==> config.mk <==
export PLATFORM = sky130hd
export DESIGN_NAME = pms_rsp_queue
export DESIGN_NICKNAME = d
export VERILOG_FILES = /design/src/rtl/assert_macros.svh /design/src/rtl/pms_pkg.sv /design/src/rtl/pms_rsp_queue.sv
export SDC_FILE = /design/constraint.sdc
export NUM_CORES = 1
export LEC_CHECK = 0
export BUFFER_PORTS_ARGS = -buffer_cell sky130_fd_sc_hd__buf_2
export CORE_MARGIN = 2
export CORE_UTILIZATION = 50
export CTS_CLUSTER_DIAMETER = 100
export CTS_CLUSTER_SIZE = 28
export DETAILED_ROUTE_END_ITERATION = 8
export GPL_TIMING_DRIVEN = 1
export PLACE_DENSITY_LB_ADDON = 0.05
export REMOVE_ABC_BUFFERS = 1
export SETUP_SLACK_MARGIN = 0.5
export SKIP_CTS_REPAIR_TIMING = 1
export SYNTH_ARGS = -nofsm -noshare
export SYNTH_HDL_FRONTEND = slang
export SYNTH_SLANG_ARGS = --single-unit
export TNS_END_PERCENT = 100
==> constraint.sdc <==
create_clock -name clock -period 7.9 [get_ports clock]
set_input_delay 1.58 -clock clock [delete_from_list [all_inputs] [get_ports clock]]
set_output_delay 1.58 -clock clock [all_outputs]
set_load 0.1 [all_outputs]
==> src/rtl/assert_macros.svh <==
// assertion macros for the rtl, used by the top level
`ifndef ASSERT_MACROS_SVH
`define ASSERT_MACROS_SVH

// same-cycle implication
`define PMS_ASSERT_IMP(lbl, clk, rst, ante, cons) \
   lbl: assert property (@(posedge clk) disable iff (rst) (ante) |-> (cons)) \
      else $error("assertion failed");

// next-cycle implication
`define PMS_ASSERT_NXT(lbl, clk, rst, ante, cons) \
   lbl: assert property (@(posedge clk) disable iff (rst) (ante) |=> (cons)) \
      else $error("assertion failed");

`endif

==> src/rtl/pms_pkg.sv <==
// types, constants and root table for the preset morph sweep
`default_nettype none
package pms_pkg;

   localparam int MAX_COMPONENTS = 32;
   localparam int SLOT_W         = 5;
   localparam int CNT_W          = 6;
   localparam int STEP_W         = 10;
   localparam int CURVE_W        = 16;
   localparam int MODE_W         = 2;
   localparam int DUR_W          = 22;
   localparam int DATA_W         = 32;
   localparam int CSR_IDX_W      = 3;
   localparam int CSR_DATA_W     = 22;
   localparam int DIV_W          = 42;
   localparam int DIV_CNT_W      = 6;

   localparam logic [CSR_IDX_W-1:0] CSR_NUM_COMP = 3'd0;
   localparam logic [CSR_IDX_W-1:0] CSR_STEPS    = 3'd1;
   localparam logic [CSR_IDX_W-1:0] CSR_CURVE    = 3'd2;
   localparam logic [CSR_IDX_W-1:0] CSR_MODE     = 3'd3;
   localparam logic [CSR_IDX_W-1:0] CSR_DURATION = 3'd4;

   localparam logic [MODE_W-1:0] MODE_LOOP     = 2'd1;
   localparam logic [MODE_W-1:0] MODE_PINGPONG = 2'd2;

   localparam logic CMD_LOAD   = 1'b0;
   localparam logic KIND_VALUE = 1'b0;
   localparam logic KIND_SCHED = 1'b1;

   localparam logic [CURVE_W-1:0] CURVE_LINEAR = 16'd4096;
   localparam logic [DATA_W-1:0]  ONE_Q31      = 32'h8000_0000;

   typedef struct packed {
      logic                     cmd;
      logic [SLOT_W-1:0]        slot;
      logic signed [DATA_W-1:0] start_value;
      logic signed [DATA_W-1:0] end_value;
      logic [DATA_W-1:0]        now_time;
      logic                     transport_running;
   } req_item_type;

   typedef struct packed {
      logic                     kind;
      logic [SLOT_W-1:0]        component;
      logic signed [DATA_W-1:0] morph_value;
      logic [DATA_W-1:0]        event_time;
      logic [DATA_W-1:0]        next_wake;
      logic                     finished;
      logic                     last;
   } rsp_item_type;

   typedef struct packed {
      logic [CNT_W-1:0]   num_components;
      logic [STEP_W-1:0]  step_count;
      logic [CURVE_W-1:0] curve_exponent;
      logic [MODE_W-1:0]  sweep_mode;
      logic [DUR_W-1:0]   sweep_duration;
   } cfg_type;

   typedef enum logic {OP_LOAD, OP_TICK} op_type;

   typedef struct packed {
      op_type       op;
      req_item_type req;
   } front_item_type;

   typedef enum logic [1:0] {K_ZERO, K_ONE, K_CALC} kcls_type;

   typedef enum logic [3:0] {
      ST_IDLE, ST_DT_WAIT, ST_M_WAIT, ST_NORM, ST_SQ_MUL, ST_SQ_ADJ, ST_LG_MUL,
      ST_EXP, ST_ROOT_MUL, ST_ROOT_ADJ, ST_KFIN, ST_COMP_RD, ST_COMP_MUL,
      ST_COMP_PUSH, ST_SCHED
   } eng_state_type;

   typedef logic [24:0][DATA_W-1:0] root_tab_type;

   function automatic logic [63:0] isqrt64(input logic [63:0] n_in);
      logic [63:0] n;
      logic [63:0] res;
      logic [63:0] b;
      n   = n_in;
      res = '0;
      b   = 64'h4000_0000_0000_0000;
      for (int k = 0; k < 32; k++) begin
         if (n >= res + b) begin
            n   = n - (res + b);
            res = (res >> 1) + b;
         end else begin
            res = res >> 1;
         end
         b = b >> 2;
      end
      return res;
   endfunction

   function automatic root_tab_type build_roots();
      root_tab_type t;
      logic [63:0]  q;
      t    = '0;
      q    = isqrt64(64'h8000_0000_0000_0000);
      t[1] = q[31:0];
      for (int i = 1; i < 24; i++) begin
         q        = isqrt64({t[i], 32'h0});
         t[i + 1] = q[31:0];
      end
      return t;
   endfunction

   localparam root_tab_type ROOTS = build_roots();

endpackage
`default_nettype wire

==> src/rtl/pms_rsp_queue.sv <==
// two-entry result queue between the engine and the result ports
`default_nettype none
module pms_rsp_queue
   import pms_pkg::*;
(
   input  wire logic         clock,
   input  wire logic         reset,
   input  wire logic         push,
   input  wire rsp_item_type push_item,
   output logic              full,
   output logic              empty,
   output rsp_item_type      head_item,
   input  wire logic         pop
);

   rsp_item_type mem_ff [2];
   logic         wr_ptr_ff, wr_ptr_in;
   logic         rd_ptr_ff, rd_ptr_in;
   logic [1:0]   count_ff, count_in;
   logic         do_push, do_pop;

   assign full      = (count_ff == 2'd2);
   assign empty     = (count_ff == 2'd0);
   assign head_item = mem_ff[rd_ptr_ff];
   assign do_push   = push && !full;
   assign do_pop    = pop && !empty;

   always_comb begin
      wr_ptr_in = do_push ? ~wr_ptr_ff : wr_ptr_ff;
      rd_ptr_in = do_pop  ? ~rd_ptr_ff : rd_ptr_ff;
      count_in  = count_ff + {1'b0, do_push} - {1'b0, do_pop};
   end

   always_ff @(posedge clock) begin
      if (reset) begin
         wr_ptr_ff <= 1'b0;
         rd_ptr_ff <= 1'b0;
         count_ff  <= 2'd0;
      end else begin
         wr_ptr_ff <= wr_ptr_in;
         rd_ptr_ff <= rd_ptr_in;
         count_ff  <= count_in;
      end
   end

   always_ff @(posedge clock) begin
      if (do_push) begin
         mem_ff[wr_ptr_ff] <= push_item;
      end
   end

endmodule
`default_nettype wire

# Yosys cells after proc, flatten, opt, wreduce, memory -nomap -nowiden

Memories as Yosys holds them, arrays and structs flattened. A register that Yosys moved wholly into a read port is not among the register bits.
Cells that the tools add are included.

Flip-flop bits (word level): 4
Latch bits: 0
RAM bits: 208
Bits in read-only memories: 0
Input port bits: 108
Output and inout bits: 106
Memories: 1

$add $sub $neg: 2
Multipliers: 0
Divide/modulo/power cells: 0
$lt $le $gt $ge: 0
Equality and inequality tests: 1
Shift-type cells: 0
Multiplexer cells: 4
Bitwise operators: 2
Reduce and logical (&&, ||, !) cells: 5

Memories:

| memory | depth | bits a word | read ports | clocked after memory_dff | wr ports | line                | text |
|---|---|---|---|---|---|---|---|
| mem_ff | 2     | 104         | 1          | 1                        | 1        | pms_rsp_queue.sv:16 | `rsp_item_type mem_ff [2];` |

Operator list:

| cell                                        | count |
|---|---|
| 1-bit two-way mux                           | 4 |
| 2-bit by 1-bit adder with 2-bit output      | 1 |
| 2-bit == test (second input constant)       | 1 |
| 1-bit logical AND                           | 2 |
| 1-bit logical NOT                           | 2 |
| 2-bit logical NOT                           | 1 |
| 1-bit NOT                                   | 2 |
| 2-bit by 1-bit subtractor with 2-bit output | 1 |

# Depth between registers and ports, before layout

Depth in word-level cells: 5
Depth in mapped cells: 8
Gate-level depth less buffers: 8

# Worst setup path after synthesis

Ideal clock, no wire load.

Path type: input to register
From: input push
To: memory mem_ff[1][0] in the netlist's numbering (enable)
Library setup time: 0.475 ns
Arrival: 4.036 ns
Slack: 3.389 ns
Cell stages on the path: 1
Path through: and3_1

Cells in the longest elaborated chain, start to end: 3

Ends and longest elaborated chain:

| element                                 | line                | text |
|---|---|---|
| start: declaration                      | pms_rsp_queue.sv:8  | `input wire logic push,` |
| 1-bit logical AND                       | pms_rsp_queue.sv:25 | `assign do_push = push && !full;` |
| 1-bit two-way mux                       | pms_rsp_queue.sv:47 | `if (do_push) begin` |
| 1-bit two-way mux (implied by the code) | pms_rsp_queue.sv:48 | `mem_ff[wr_ptr_ff] <= push_item;` |
| end: declaration                        | pms_rsp_queue.sv:16 |  |

No other way between the ends.

==> results.sh <==
export IMPL_syn2layout_area_growth_pct=19.5
export IMPL_post_synth_top_area_cell="edfxtp_1"
export IMPL_worstPathArrival_ns=2.96
export IMPL_report_final_slew_viol_count=0
export IMPL_most_common_layout_cells="buf_2, edfxtp_1, mux2_4, mux2_2, clkbuf_16"
export IMPL_initial_utilization_pct=50.7
export IMPL_core_um2=15800
export IMPL_synth_yosys_warnings=0
export IMPL_drt_drc_violations_left=0
export IMPL_post_synth_main_area_contributors="edfxtp_1, mux2_4, mux2_2"
export IMPL_synth_cells=351
export IMPL_worst_hold_path_type="reg2reg"
export IMPL_die_area_um2=17000
export IMPL_globalRoute_totalOverflow=0
export IMPL_cpPeakStageDelay_ns=0.93
export IMPL_cts_path_max_buffers=3
export IMPL_antenna_found_initial=2
export IMPL_layout_drive_gt1_share_pct=59.2
export IMPL_path_cells="buf_4 -> mux2_2 -> buf_2"
export IMPL_clk_latency_ns=0.45
export IMPL_final_setup_viol_count=0
export IMPL_detail_route_first_pass_iterations=4
export IMPL_routed_via_density=4.85
export IMPL_hold_ws_ns=0.503
export IMPL_critPathMaxFanout=55
export IMPL_layout_nets=678
export IMPL_wl_um=13500
export IMPL_minimum_clock_period_after_layout_ns=4.54
export IMPL_slew_headroom_pct=30.4
export IMPL_track_usage_pct=15.1
export IMPL_average_footprint_of_a_synthesized_cell_um2=22.8
export IMPL_grt_pass1_wl_um=19600
export IMPL_layout_worst_path_cycle_share_pct=57.5
export IMPL_detailedRoute_firstIterationViolations=141
export IMPL_vias=3812
export IMPL_place_gp_congestion=0.739
export IMPL_route_antenna_remaining_nets=0
export IMPL_first_global_vias=3798
export IMPL_die_width_um=130
export IMPL_post_drt_wl_per_cell_um=17.1
export IMPL_hold_viol_final=0
export IMPL_grt_setup_unrepaired="no"
export IMPL_timing_setup_critical_path_class="reg2out"
export IMPL_setup_tns_final_ns=0
export IMPL_post_synth_top_area_fraction_pct=78.2
export IMPL_synth_cell_types=23
export IMPL_grt_start_max_net_pins=76
export IMPL_cap_viol_max_count=0
export IMPL_max_slew_worst_pin_slew_ns=1.04
export IMPL_timing_critical_path_from_type="flip-flop"
export IMPL_dp_cells=771
export IMPL_sequential_cell_area_fraction_in_the_yosys_report_pct=79.4
export IMPL_cts_tree="yes"
export IMPL_synth_seq_cells=213
export IMPL_dpl_hpwl_um=8890
export IMPL_worst_path_dominant_cell_family="buffers and inverters"
export IMPL_layout_cells_non_filler=786
export IMPL_io_pins=214
export IMPL_cts_buffer_count=11
export IMPL_critical_path_slowest_cell="dfxtp_4"
export IMPL_clock_skew_final_ns=0.00855
export IMPL_max_freq_mhz=220
export IMPL_clockRootBuffer="clkbuf_16"
export IMPL_fp_dieH_um=130
export IMPL_cts_sinks=213
export IMPL_critPathRequiredTime_ns=6.32
export IMPL_worst_setup_hold_path_clk_slew_ns=0.10
export IMPL_rows=46
export IMPL_status="finished, final reports clean"
export IMPL_crit_buf_inv=2
export IMPL_syn_area_um2=7990
export IMPL_buffer_ports_inserted=213
export IMPL_type_of_destination_of_the_critical_path="output pin"
export IMPL_cts_max_level=1
export IMPL_leading_cell_type_in_the_layout_fill_and_taps_excluded="buf_2"
==> metal layers <==
| layer | global-route usage [%] | vias to the layer above | wire, um |
|---|---|---|---|
| met5 | 0 | - | 21 |
| met4 | 3.19 | 4 | 157 |
| met3 | 5.33 | 14 | 1260 |
| met2 | 26.5 | 130 | 6800 |
| met1 | 18.2 | 1854 | 5230 |
| li1 | - | 1810 | - |
==> final timing paths <==
| check | start | end | slack [ns] | cells past startpoint |
|---|---|---|---|---|
| min | wr_ptr_ff | wr_ptr_ff | 0.50 | 2 |
| max | flip-flop | head_item[30] | 3.36 | 3 |
| max reg2reg | count_ff[0] | mem_ff[0][77] | 5.31 | 5 |
| min reg2reg | wr_ptr_ff | wr_ptr_ff | 0.50 | 2 |
==> through the flow <==
step | util (%) | setup WS (ns) | instance area (um2)
finish | 60.5 | 3.36 | 9550
global route | 60.5 | 3.13 | 9540
CTS | 60.5 | 3.25 | 9540
detailed placement | 58.6 | 3.76 | 9250
global placement | 58.6 | 3.76 | 9250
floorplan | - | 2.03 | 7880
==> worst min-delay path, stage by stage, from the launching register on <==
cell and delay, ns:
dfxtp_1 0.33, o21ai_0 0.07, a21oi_1 0.06
==> cells in the mapped netlist <==
cell type	number
and3_1	1
nor3_1	1
and2_1	1
edfxtp_1	208
mux2_2	44
buf_6	7
a21oi_1	1
mux2_4	60
nand2_1	1
xor2_1	1
nor2b_1	1
or3_1	1
nand2b_2	1
inv_2	1
ha_1	2
xnor2_1	1
o21a_1	1
nor2_1	4
buf_2	4
dfxtp_1	5
o21ai_0	1
buf_8	1
inv_1	3
==> area by class of cell <==
type | instances | area, um2
Antenna cell | 1 | 2.50
Clock buffer | 13 | 283
Clock inverter | 1 | 16.3
Fill cell | 1230 | 6220
Inverter | 4 | 17.5
Multi-Input combinational cell | 122 | 1520
Sequential cell | 213 | 6350
Tap cell | 216 | 270
Timing Repair Buffer | 216 | 1090
==> flip-flops by register name, indices dropped and copies added (netlist names), named ones only <==
| register | flops |
|---|---|
| wr_ptr_ff | 1 |
| rd_ptr_ff | 1 |
| mem_ff | 208 |
| count_ff | 2 |
==> logic make-up (layout without fill, tap and decap cells) <==
kind of cell	Yosys count	in the layout	share of synthesized area, %
AOI/OAI and AO/OA	3	3	0.219
xor gates and xnor gates	2	2	0.219
adders and majority gates	2	2	0.313
buffers and inverters	16	234	1.61
DFF	213	213	79.4
muxes	104	104	17.5
other	0	1	0
and+or+nand+nor	11	11	0.720
Power is left out: the tool's default activity adds up to more than one toggle a clock period on the data nets, which glitch-free logic cannot reach.
