`config.mk`:
```
export PLATFORM = sky130hd
export DESIGN_NAME = pms_front
export DESIGN_NICKNAME = d
export VERILOG_FILES = /design/src/rtl/assert_macros.svh /design/src/rtl/pms_pkg.sv /design/src/rtl/pms_front.sv
export SDC_FILE = /design/constraint.sdc
export NUM_CORES = 1
export LEC_CHECK = 0
export BUFFER_PORTS_ARGS = -buffer_cell sky130_fd_sc_hd__buf_2
export CORE_ASPECT_RATIO = 1.75
export CORE_MARGIN = 2
export CORE_UTILIZATION = 30
export CTS_CLUSTER_DIAMETER = 30
export DETAILED_ROUTE_END_ITERATION = 8
export SYNTH_ARGS = -nofsm -noshare
export SYNTH_HDL_FRONTEND = slang
export SYNTH_SLANG_ARGS = --single-unit
```
`constraint.sdc`:
```
create_clock -name clock -period 3.1 [get_ports clock]
set_input_delay 0.155 -clock clock [delete_from_list [all_inputs] [get_ports clock]]
set_output_delay 0.155 -clock clock [all_outputs]
set_load 0.02 [all_outputs]
```
`src/rtl/assert_macros.svh`:
```
// assertion macros for the rtl, used by the top level
`ifndef ASSERT_MACROS_SVH
`define ASSERT_MACROS_SVH

// same-cycle implication
`define PMS_ASSERT_IMP(lbl, clk, rst, ante, cons) \
   lbl: assert property (@(posedge clk) disable iff (rst) (ante) |-> (cons)) \
      else $error("assertion failed");

// next-cycle implication
`define PMS_ASSERT_NXT(lbl, clk, rst, ante, cons) \
   lbl: assert property (@(posedge clk) disable iff (rst) (ante) |=> (cons)) \
      else $error("assertion failed");

`endif

```
`src/rtl/pms_pkg.sv`:
```
// types, constants and root table for the preset morph sweep
`default_nettype none
package pms_pkg;

   localparam int MAX_COMPONENTS = 32;
   localparam int SLOT_W         = 5;
   localparam int CNT_W          = 6;
   localparam int STEP_W         = 10;
   localparam int CURVE_W        = 16;
   localparam int MODE_W         = 2;
   localparam int DUR_W          = 22;
   localparam int DATA_W         = 32;
   localparam int CSR_IDX_W      = 3;
   localparam int CSR_DATA_W     = 22;
   localparam int DIV_W          = 42;
   localparam int DIV_CNT_W      = 6;

   localparam logic [CSR_IDX_W-1:0] CSR_NUM_COMP = 3'd0;
   localparam logic [CSR_IDX_W-1:0] CSR_STEPS    = 3'd1;
   localparam logic [CSR_IDX_W-1:0] CSR_CURVE    = 3'd2;
   localparam logic [CSR_IDX_W-1:0] CSR_MODE     = 3'd3;
   localparam logic [CSR_IDX_W-1:0] CSR_DURATION = 3'd4;

   localparam logic [MODE_W-1:0] MODE_LOOP     = 2'd1;
   localparam logic [MODE_W-1:0] MODE_PINGPONG = 2'd2;

   localparam logic CMD_LOAD   = 1'b0;
   localparam logic KIND_VALUE = 1'b0;
   localparam logic KIND_SCHED = 1'b1;

   localparam logic [CURVE_W-1:0] CURVE_LINEAR = 16'd4096;
   localparam logic [DATA_W-1:0]  ONE_Q31      = 32'h8000_0000;

   typedef struct packed {
      logic                     cmd;
      logic [SLOT_W-1:0]        slot;
      logic signed [DATA_W-1:0] start_value;
      logic signed [DATA_W-1:0] end_value;
      logic [DATA_W-1:0]        now_time;
      logic                     transport_running;
   } req_item_type;

   typedef struct packed {
      logic                     kind;
      logic [SLOT_W-1:0]        component;
      logic signed [DATA_W-1:0] morph_value;
      logic [DATA_W-1:0]        event_time;
      logic [DATA_W-1:0]        next_wake;
      logic                     finished;
      logic                     last;
   } rsp_item_type;

   typedef struct packed {
      logic [CNT_W-1:0]   num_components;
      logic [STEP_W-1:0]  step_count;
      logic [CURVE_W-1:0] curve_exponent;
      logic [MODE_W-1:0]  sweep_mode;
      logic [DUR_W-1:0]   sweep_duration;
   } cfg_type;

   typedef enum logic {OP_LOAD, OP_TICK} op_type;

   typedef struct packed {
      op_type       op;
      req_item_type req;
   } front_item_type;

   typedef enum logic [1:0] {K_ZERO, K_ONE, K_CALC} kcls_type;

   typedef enum logic [3:0] {
      ST_IDLE, ST_DT_WAIT, ST_M_WAIT, ST_NORM, ST_SQ_MUL, ST_SQ_ADJ, ST_LG_MUL,
      ST_EXP, ST_ROOT_MUL, ST_ROOT_ADJ, ST_KFIN, ST_COMP_RD, ST_COMP_MUL,
      ST_COMP_PUSH, ST_SCHED
   } eng_state_type;

   typedef logic [24:0][DATA_W-1:0] root_tab_type;

   function automatic logic [63:0] isqrt64(input logic [63:0] n_in);
      logic [63:0] n;
      logic [63:0] res;
      logic [63:0] b;
      n   = n_in;
      res = '0;
      b   = 64'h4000_0000_0000_0000;
      for (int k = 0; k < 32; k++) begin
         if (n >= res + b) begin
            n   = n - (res + b);
            res = (res >> 1) + b;
         end else begin
            res = res >> 1;
         end
         b = b >> 2;
      end
      return res;
   endfunction

   function automatic root_tab_type build_roots();
      root_tab_type t;
      logic [63:0]  q;
      t    = '0;
      q    = isqrt64(64'h8000_0000_0000_0000);
      t[1] = q[31:0];
      for (int i = 1; i < 24; i++) begin
         q        = isqrt64({t[i], 32'h0});
         t[i + 1] = q[31:0];
      end
      return t;
   endfunction

   localparam root_tab_type ROOTS = build_roots();

endpackage
`default_nettype wire

```
`src/rtl/pms_front.sv`:
```
// input side: accepts transactions, classifies them and queues them for the engine
`default_nettype none
module pms_front
   import pms_pkg::*;
(
   input  wire logic           clock,
   input  wire logic           reset,
   input  wire logic           req_push,
   output logic                req_full,
   input  wire req_item_type   req_item,
   output logic                q_valid,
   output front_item_type      q_item,
   input  wire logic           q_pop
);

   front_item_type    mem_ff [2];
   logic              wr_ptr_ff, wr_ptr_in;
   logic              rd_ptr_ff, rd_ptr_in;
   logic [1:0]        count_ff, count_in;
   logic              do_push, do_pop;
   front_item_type    new_item;

   assign req_full = (count_ff == 2'd2);
   assign q_valid  = (count_ff != 2'd0);
   assign q_item   = mem_ff[rd_ptr_ff];
   assign do_push  = req_push && !req_full;
   assign do_pop   = q_pop && q_valid;

   always_comb begin
      new_item.req = req_item;
      new_item.op  = (req_item.cmd == CMD_LOAD) ? OP_LOAD : OP_TICK;
      wr_ptr_in    = do_push ? ~wr_ptr_ff : wr_ptr_ff;
      rd_ptr_in    = do_pop  ? ~rd_ptr_ff : rd_ptr_ff;
      count_in     = count_ff + {1'b0, do_push} - {1'b0, do_pop};
   end

   always_ff @(posedge clock) begin
      if (reset) begin
         wr_ptr_ff <= 1'b0;
         rd_ptr_ff <= 1'b0;
         count_ff  <= 2'd0;
      end else begin
         wr_ptr_ff <= wr_ptr_in;
         rd_ptr_ff <= rd_ptr_in;
         count_ff  <= count_in;
      end
   end

   always_ff @(posedge clock) begin
      if (do_push) begin
         mem_ff[wr_ptr_ff] <= new_item;
      end
   end

endmodule
`default_nettype wire

```
# --- Yosys cells after proc, flatten, opt, wreduce, memory -nomap -nowiden ---
# Memories as Yosys holds them, arrays and structs flattened. A register that Yosys moved wholly into a read port is not among the register bits.
# Index checks and enable logic that the tools add are counted.
word_totals:
  register_bits: 4
  ram_bits: 208
  inputBits: 107
  out_inout_bits: 106
  n_memories: 1
op_classes:
  n_addsub: 2
  n_eq_ne: 1
  muxes: 5
  bitwise_logic: 2
  n_reduce_logical: 4
memory_table:
  columns: ["memory", "depth", "word_bits", "read_ports", "rd_clocked_by_memory_dff", "wr", "line", "source"]
  rows:
  - ["mem_ff", 2, 104, 1, 1, 1, "pms_front.sv:16", "front_item_type mem_ff [2];"]
ops:
  columns: ["op", "n"]
  rows:
  - ["1-bit 2-to-1 mux", 5]
  - ["2-bit by 1-bit adder with 2-bit output", 1]
  - ["2-bit equality test (second input constant)", 1]
  - ["1-bit logical AND", 2]
  - ["1-bit inverter", 2]
  - ["2-bit nonzero test", 1]
  - ["2-bit by 1-bit subtractor with 2-bit output", 1]
  - ["1-bit zero test", 1]

# --- Depth between registers and ports, before layout ---
depth:
  ltp_word: 5
  depth_mapped: 8
  mapped_depth_nobuf: 8

# --- Least setup slack after synthesis ---
# OpenSTA, ideal clock, no wires.
synth_path:
  path_kind: "flip-flop to flip-flop"
  startpoint: "reg count_ff[0]"
  endpoint: "mem mem_ff[0][0] in the netlist's numbering (enable)"
  arrival_time_ns: 2.926
  path_slack_ns: -0.283
  stages_incl_launch_ff: 5
  n_path_buf: 0
  synth_period_minus_slack_ns: 3.383
  cell_sequence: "dfxtp_1 > nand2b_2 > inv_1 > or3_1 > inv_1"
synth_via:
  elab_chain_len: 5
synth_lines:
  columns: ["item", "line", "source"]
  rows:
  - ["start: declaration", "pms_front.sv:19", "logic [1:0] count_ff, count_in;"]
  - ["start signal: assignment", "pms_front.sv:45", "count_ff <= count_in;"]
  - ["2-bit equality test", "pms_front.sv:23", "assign req_full = (count_ff == 2'd2);"]
  - ["via req_full", "pms_front.sv:9", "output logic req_full,"]
  - ["1-bit zero test", "pms_front.sv:26", "assign do_push = req_push && !req_full;"]
  - ["1-bit logical AND", "pms_front.sv:26", null]
  - ["1-bit 2-to-1 mux", "pms_front.sv:50", "if (do_push) begin"]
  - ["1-bit 2-to-1 mux (implied by the code)", "pms_front.sv:51", "mem_ff[wr_ptr_ff] <= new_item;"]
  - ["end: declaration", "pms_front.sv:16", null]
# The timed path passes the listed nets, and every way through them passes these cells.

==> results by group <==
Status
  • Outcome: finished clean

Clock tree
  • Number of instances resized during post-cts repair: 0
  • Number of levels the H-tree was split into: 1
  • CTS buffer count: 28
  • Clk slew on worst S/H paths: 60 ps
  • Sink count of the clock tree: 211
  • Clock tree from TritonCTS: yes
  • Buffer cell driving the clock tree root: clkbuf_16
  • Insertion delay to the later sink of the worst-skew pair: 540 ps
  • CTS max path bufs: 3

Setup path
  • Critical Path Source Type: register
  • Required @ worst endpoint: 2940 ps
  • Maximum fanout along the worst path: 42
  • CP endpoint kind: output port
  • CP Class: register to output port
  • Arr. time, crit path: 2290 ps

Yosys
  • Combinational family with the most area after synthesis: multiplexers
  • Cell taking the most area after synthesis: edfxtp_1
  • Multiplexer area fraction after synthesis: 0.1508
  • Gate Count Post-Synth: 348
  • Synthesized net count: 457
  • Flop and latch count out of synthesis: 211
  • Synth warnings: 0
  • Most area-consuming cells after synthesis: edfxtp_1 80%, mux2_2 15%, dfxtp_1 1.3%
  • Xor/xnor share of the synthesized area: 0.002278
  • Simple-gate portion of the synthesized area: 0.007810
  • Distinct cell type count of the synthesized netlist: 22
  • Netlist Area Pre-Place: 7690 um^2
  • Post-synthesis compound-gate area fraction: 0.002278
  • Post-synthesis area per instance: 22.10 um^2
  • Sequential fraction of the synthesis area: 0.8174
  • Adder-cell area share of the yosys netlist: 0.003254
  • Area share of the largest cell type after synthesis: 0.8044

Timing
  • Part of the cycle the worst path needs: 0.7876
  • Number of failing hold endpoints at the final stage: 0
  • Pin slew with the least headroom to its limit: 605.1 ps
  • Post-route setup slack: 658.4 ps
  • Clock Skews: 20.57 ps
  • Max-slew violations: 0
  • Remaining max-slew budget at the tightest pin: 0.5966
  • Minimum clock period after layout: 2442 ps
  • Unrepaired setup endpoints after global routing: no
  • Total Neg Setup Slack: 0 ps
  • Fmax: 0.4096 GHz
  • Final setup violation count: 0

Global route
  • Highest-utilization routing layer at the global route stage: met2
  • Grt total ovfl: 0
  • Fraction of met3 tracks used by global routing: 0.02181
  • Antenna violations before repair: 0
  • Vias in the first global route: 4,996
  • First-pass GRT wire length: 25.93 mm
  • Pin count of the biggest net entering global routing: 69
  • M2 GR Usage: 0.2328
  • Met1 global-route usage: 0.1233
  • Total Routing Usage GR: 0.1224

Cells and area
  • Number of cells in the finished layout apart from fillers: 1,025
  • Final core utilization: 0.4404
  • Fraction of final layout cells sized beyond drive strength 1: 0.5261
  • Multi-input combinational cell area: 1285 um^2
  • Filler Cell Count: 2,240
  • Most common cell after layout, fill and taps aside: buf_2
  • Diodes inserted: 0
  • Area growth syn-to-layout: 44.57%
  • Final layout net count: 796
  • Sequential cell area: 6290 um^2
  • Most frequent cells in the layout: 212 x buf_2, 206 x edfxtp_1, 104 x dlygate4sd3_1

Power and ir drop
  • Switching part of the total power: 0.3084
  • Portion of total power attributed to combinational logic: 0.262
  • Internal power contribution: 6558 uW
  • Part of the power in the clock network: 0.334
  • Leakage component of the power: 0.004192 uW
  • Seq pwr share: 0.404
  • Overall power of the completed layout: 9483 uW
  • Worst vdd rail ir drop: 0.6717 mV
  • Total power per unit cell area: 853.0 nW/um^2
  • P_sw: 2925 uW

Detailed routing
  • Total iterations of the first detailed-routing run: 4
  • Routed wire length per instance: 16.60 um
  • Wire length after detailed routing: 17.02 mm
  • Number of vias per cell after detailed routing: 4.395
  • Number of remaining DRC errors: 0
  • First-iteration detailed-routing DRC count: 212
  • Remaining antenna violation count after routing: 0
  • Via count of the routed design: 4,505

Placed design
  • Placement-stage worst setup slack: 1171 ps
  • Post-detailed-placement half-perimeter wirelength: 11.05 mm
  • Number of placed instances, taps included: 869
  • Number of port buffers: 212
  • Global placement routability congestion: 0.7070

Floorplan
  • Full die area: 26,980 um^2
  • Top-level port count: 213
  • Die outline width: 125.0 um
  • Number of placement rows: 77
  • Initial standard-cell utilization of the core: 0.3046
  • Chip Height: 215.8 um
  • Core region area: 25,240 um^2

Run
  • Max-capacitance violation count: 0

Min path
  • Path category of the worst min-delay check: input port to register
routing by layer:
layer	share of wire	vias to the layer above	wire [um]
met5	0	-	0
met4	0.044	0	742
met3	0.053	51	898
met2	0.56	168	9456
met1	0.35	2219	5923
li1	-	2067	-
worst max-delay path, cell delays in order, from the launching register on:
cell	delay (ps)
dfxtp_4	730
buf_4	430
mux2_2	380
buf_2	160
power groups by stage:
stage	Clock, uW	Sequential (uW)	Combinational, uW
global route	3370	3880	2640
floorplan	0	3780	1730
detailed placement	0	3900	2400
global placement	0	3870	2370
finish	3170	3830	2490
CTS	3260	3840	2520
path summary, 6_finish.rpt:
check	start	end	slack, ps	cells past startpoint
worst min-delay path	req_push	wr_ptr_ff	90	4
worst max-delay path	register	q_item[41]	660	3
worst max register to register	count_ff[0]	mem_ff[1][54]	1170	3
worst min register to register	wr_ptr_ff	wr_ptr_ff	540	2
registers in the layout, summed over array words and instances, names as in the netlist, named ones only:
register and flops:
mem_ff 206, count_ff 2, rd_ptr_ff 1, wr_ptr_ff 1
what timing repair did:
item	CTS	global route
buffers inserted	0	0
hold buffers	104	0
endpoints found under the hold margin	211	0
cell families after synthesis:
family,count (synthesis)
DFF,211
muxes,103
buffers and inverters,16
and+or+nand+nor,11
AOI/OAI and AO/OA,3
xor gates and xnor gates,2
adders and majority gates,2
cell usage after synthesis:
library cell,number
nor3_1,1
or3_1,1
and3_1,1
buf_6,7
edfxtp_1,206
xor2_1,1
or2_2,1
dfxtp_1,5
buf_4,2
buf_2,3
nor2b_1,1
ha_1,2
o21ai_0,1
o21a_1,1
xnor2_1,1
nor2_1,3
inv_1,4
and2_1,1
mux2_2,103
a21oi_1,1
nand2b_2,1
nand2_1,1
area by class of cell:
class	count	area share
clock buffers	33	0.06753
clock inverters	19	0.01801
inverters	4	0.001688
multi-input cells	121	0.1156
flip-flops and latches	211	0.5658
well taps	316	0.03557
repair buffers	321	0.1958
stage by stage:
stage,hold slack (ps),cell area [um^2]
2_1_floorplan,224.1,7695
3_3_place_gp,342.1,9125
3_5_place_dp,346.6,9125
4_1_cts,29.04,11120
5_1_grt,48.03,11120
6_report,91.73,11120
Note: power is estimated with default switching activity, not from simulation.
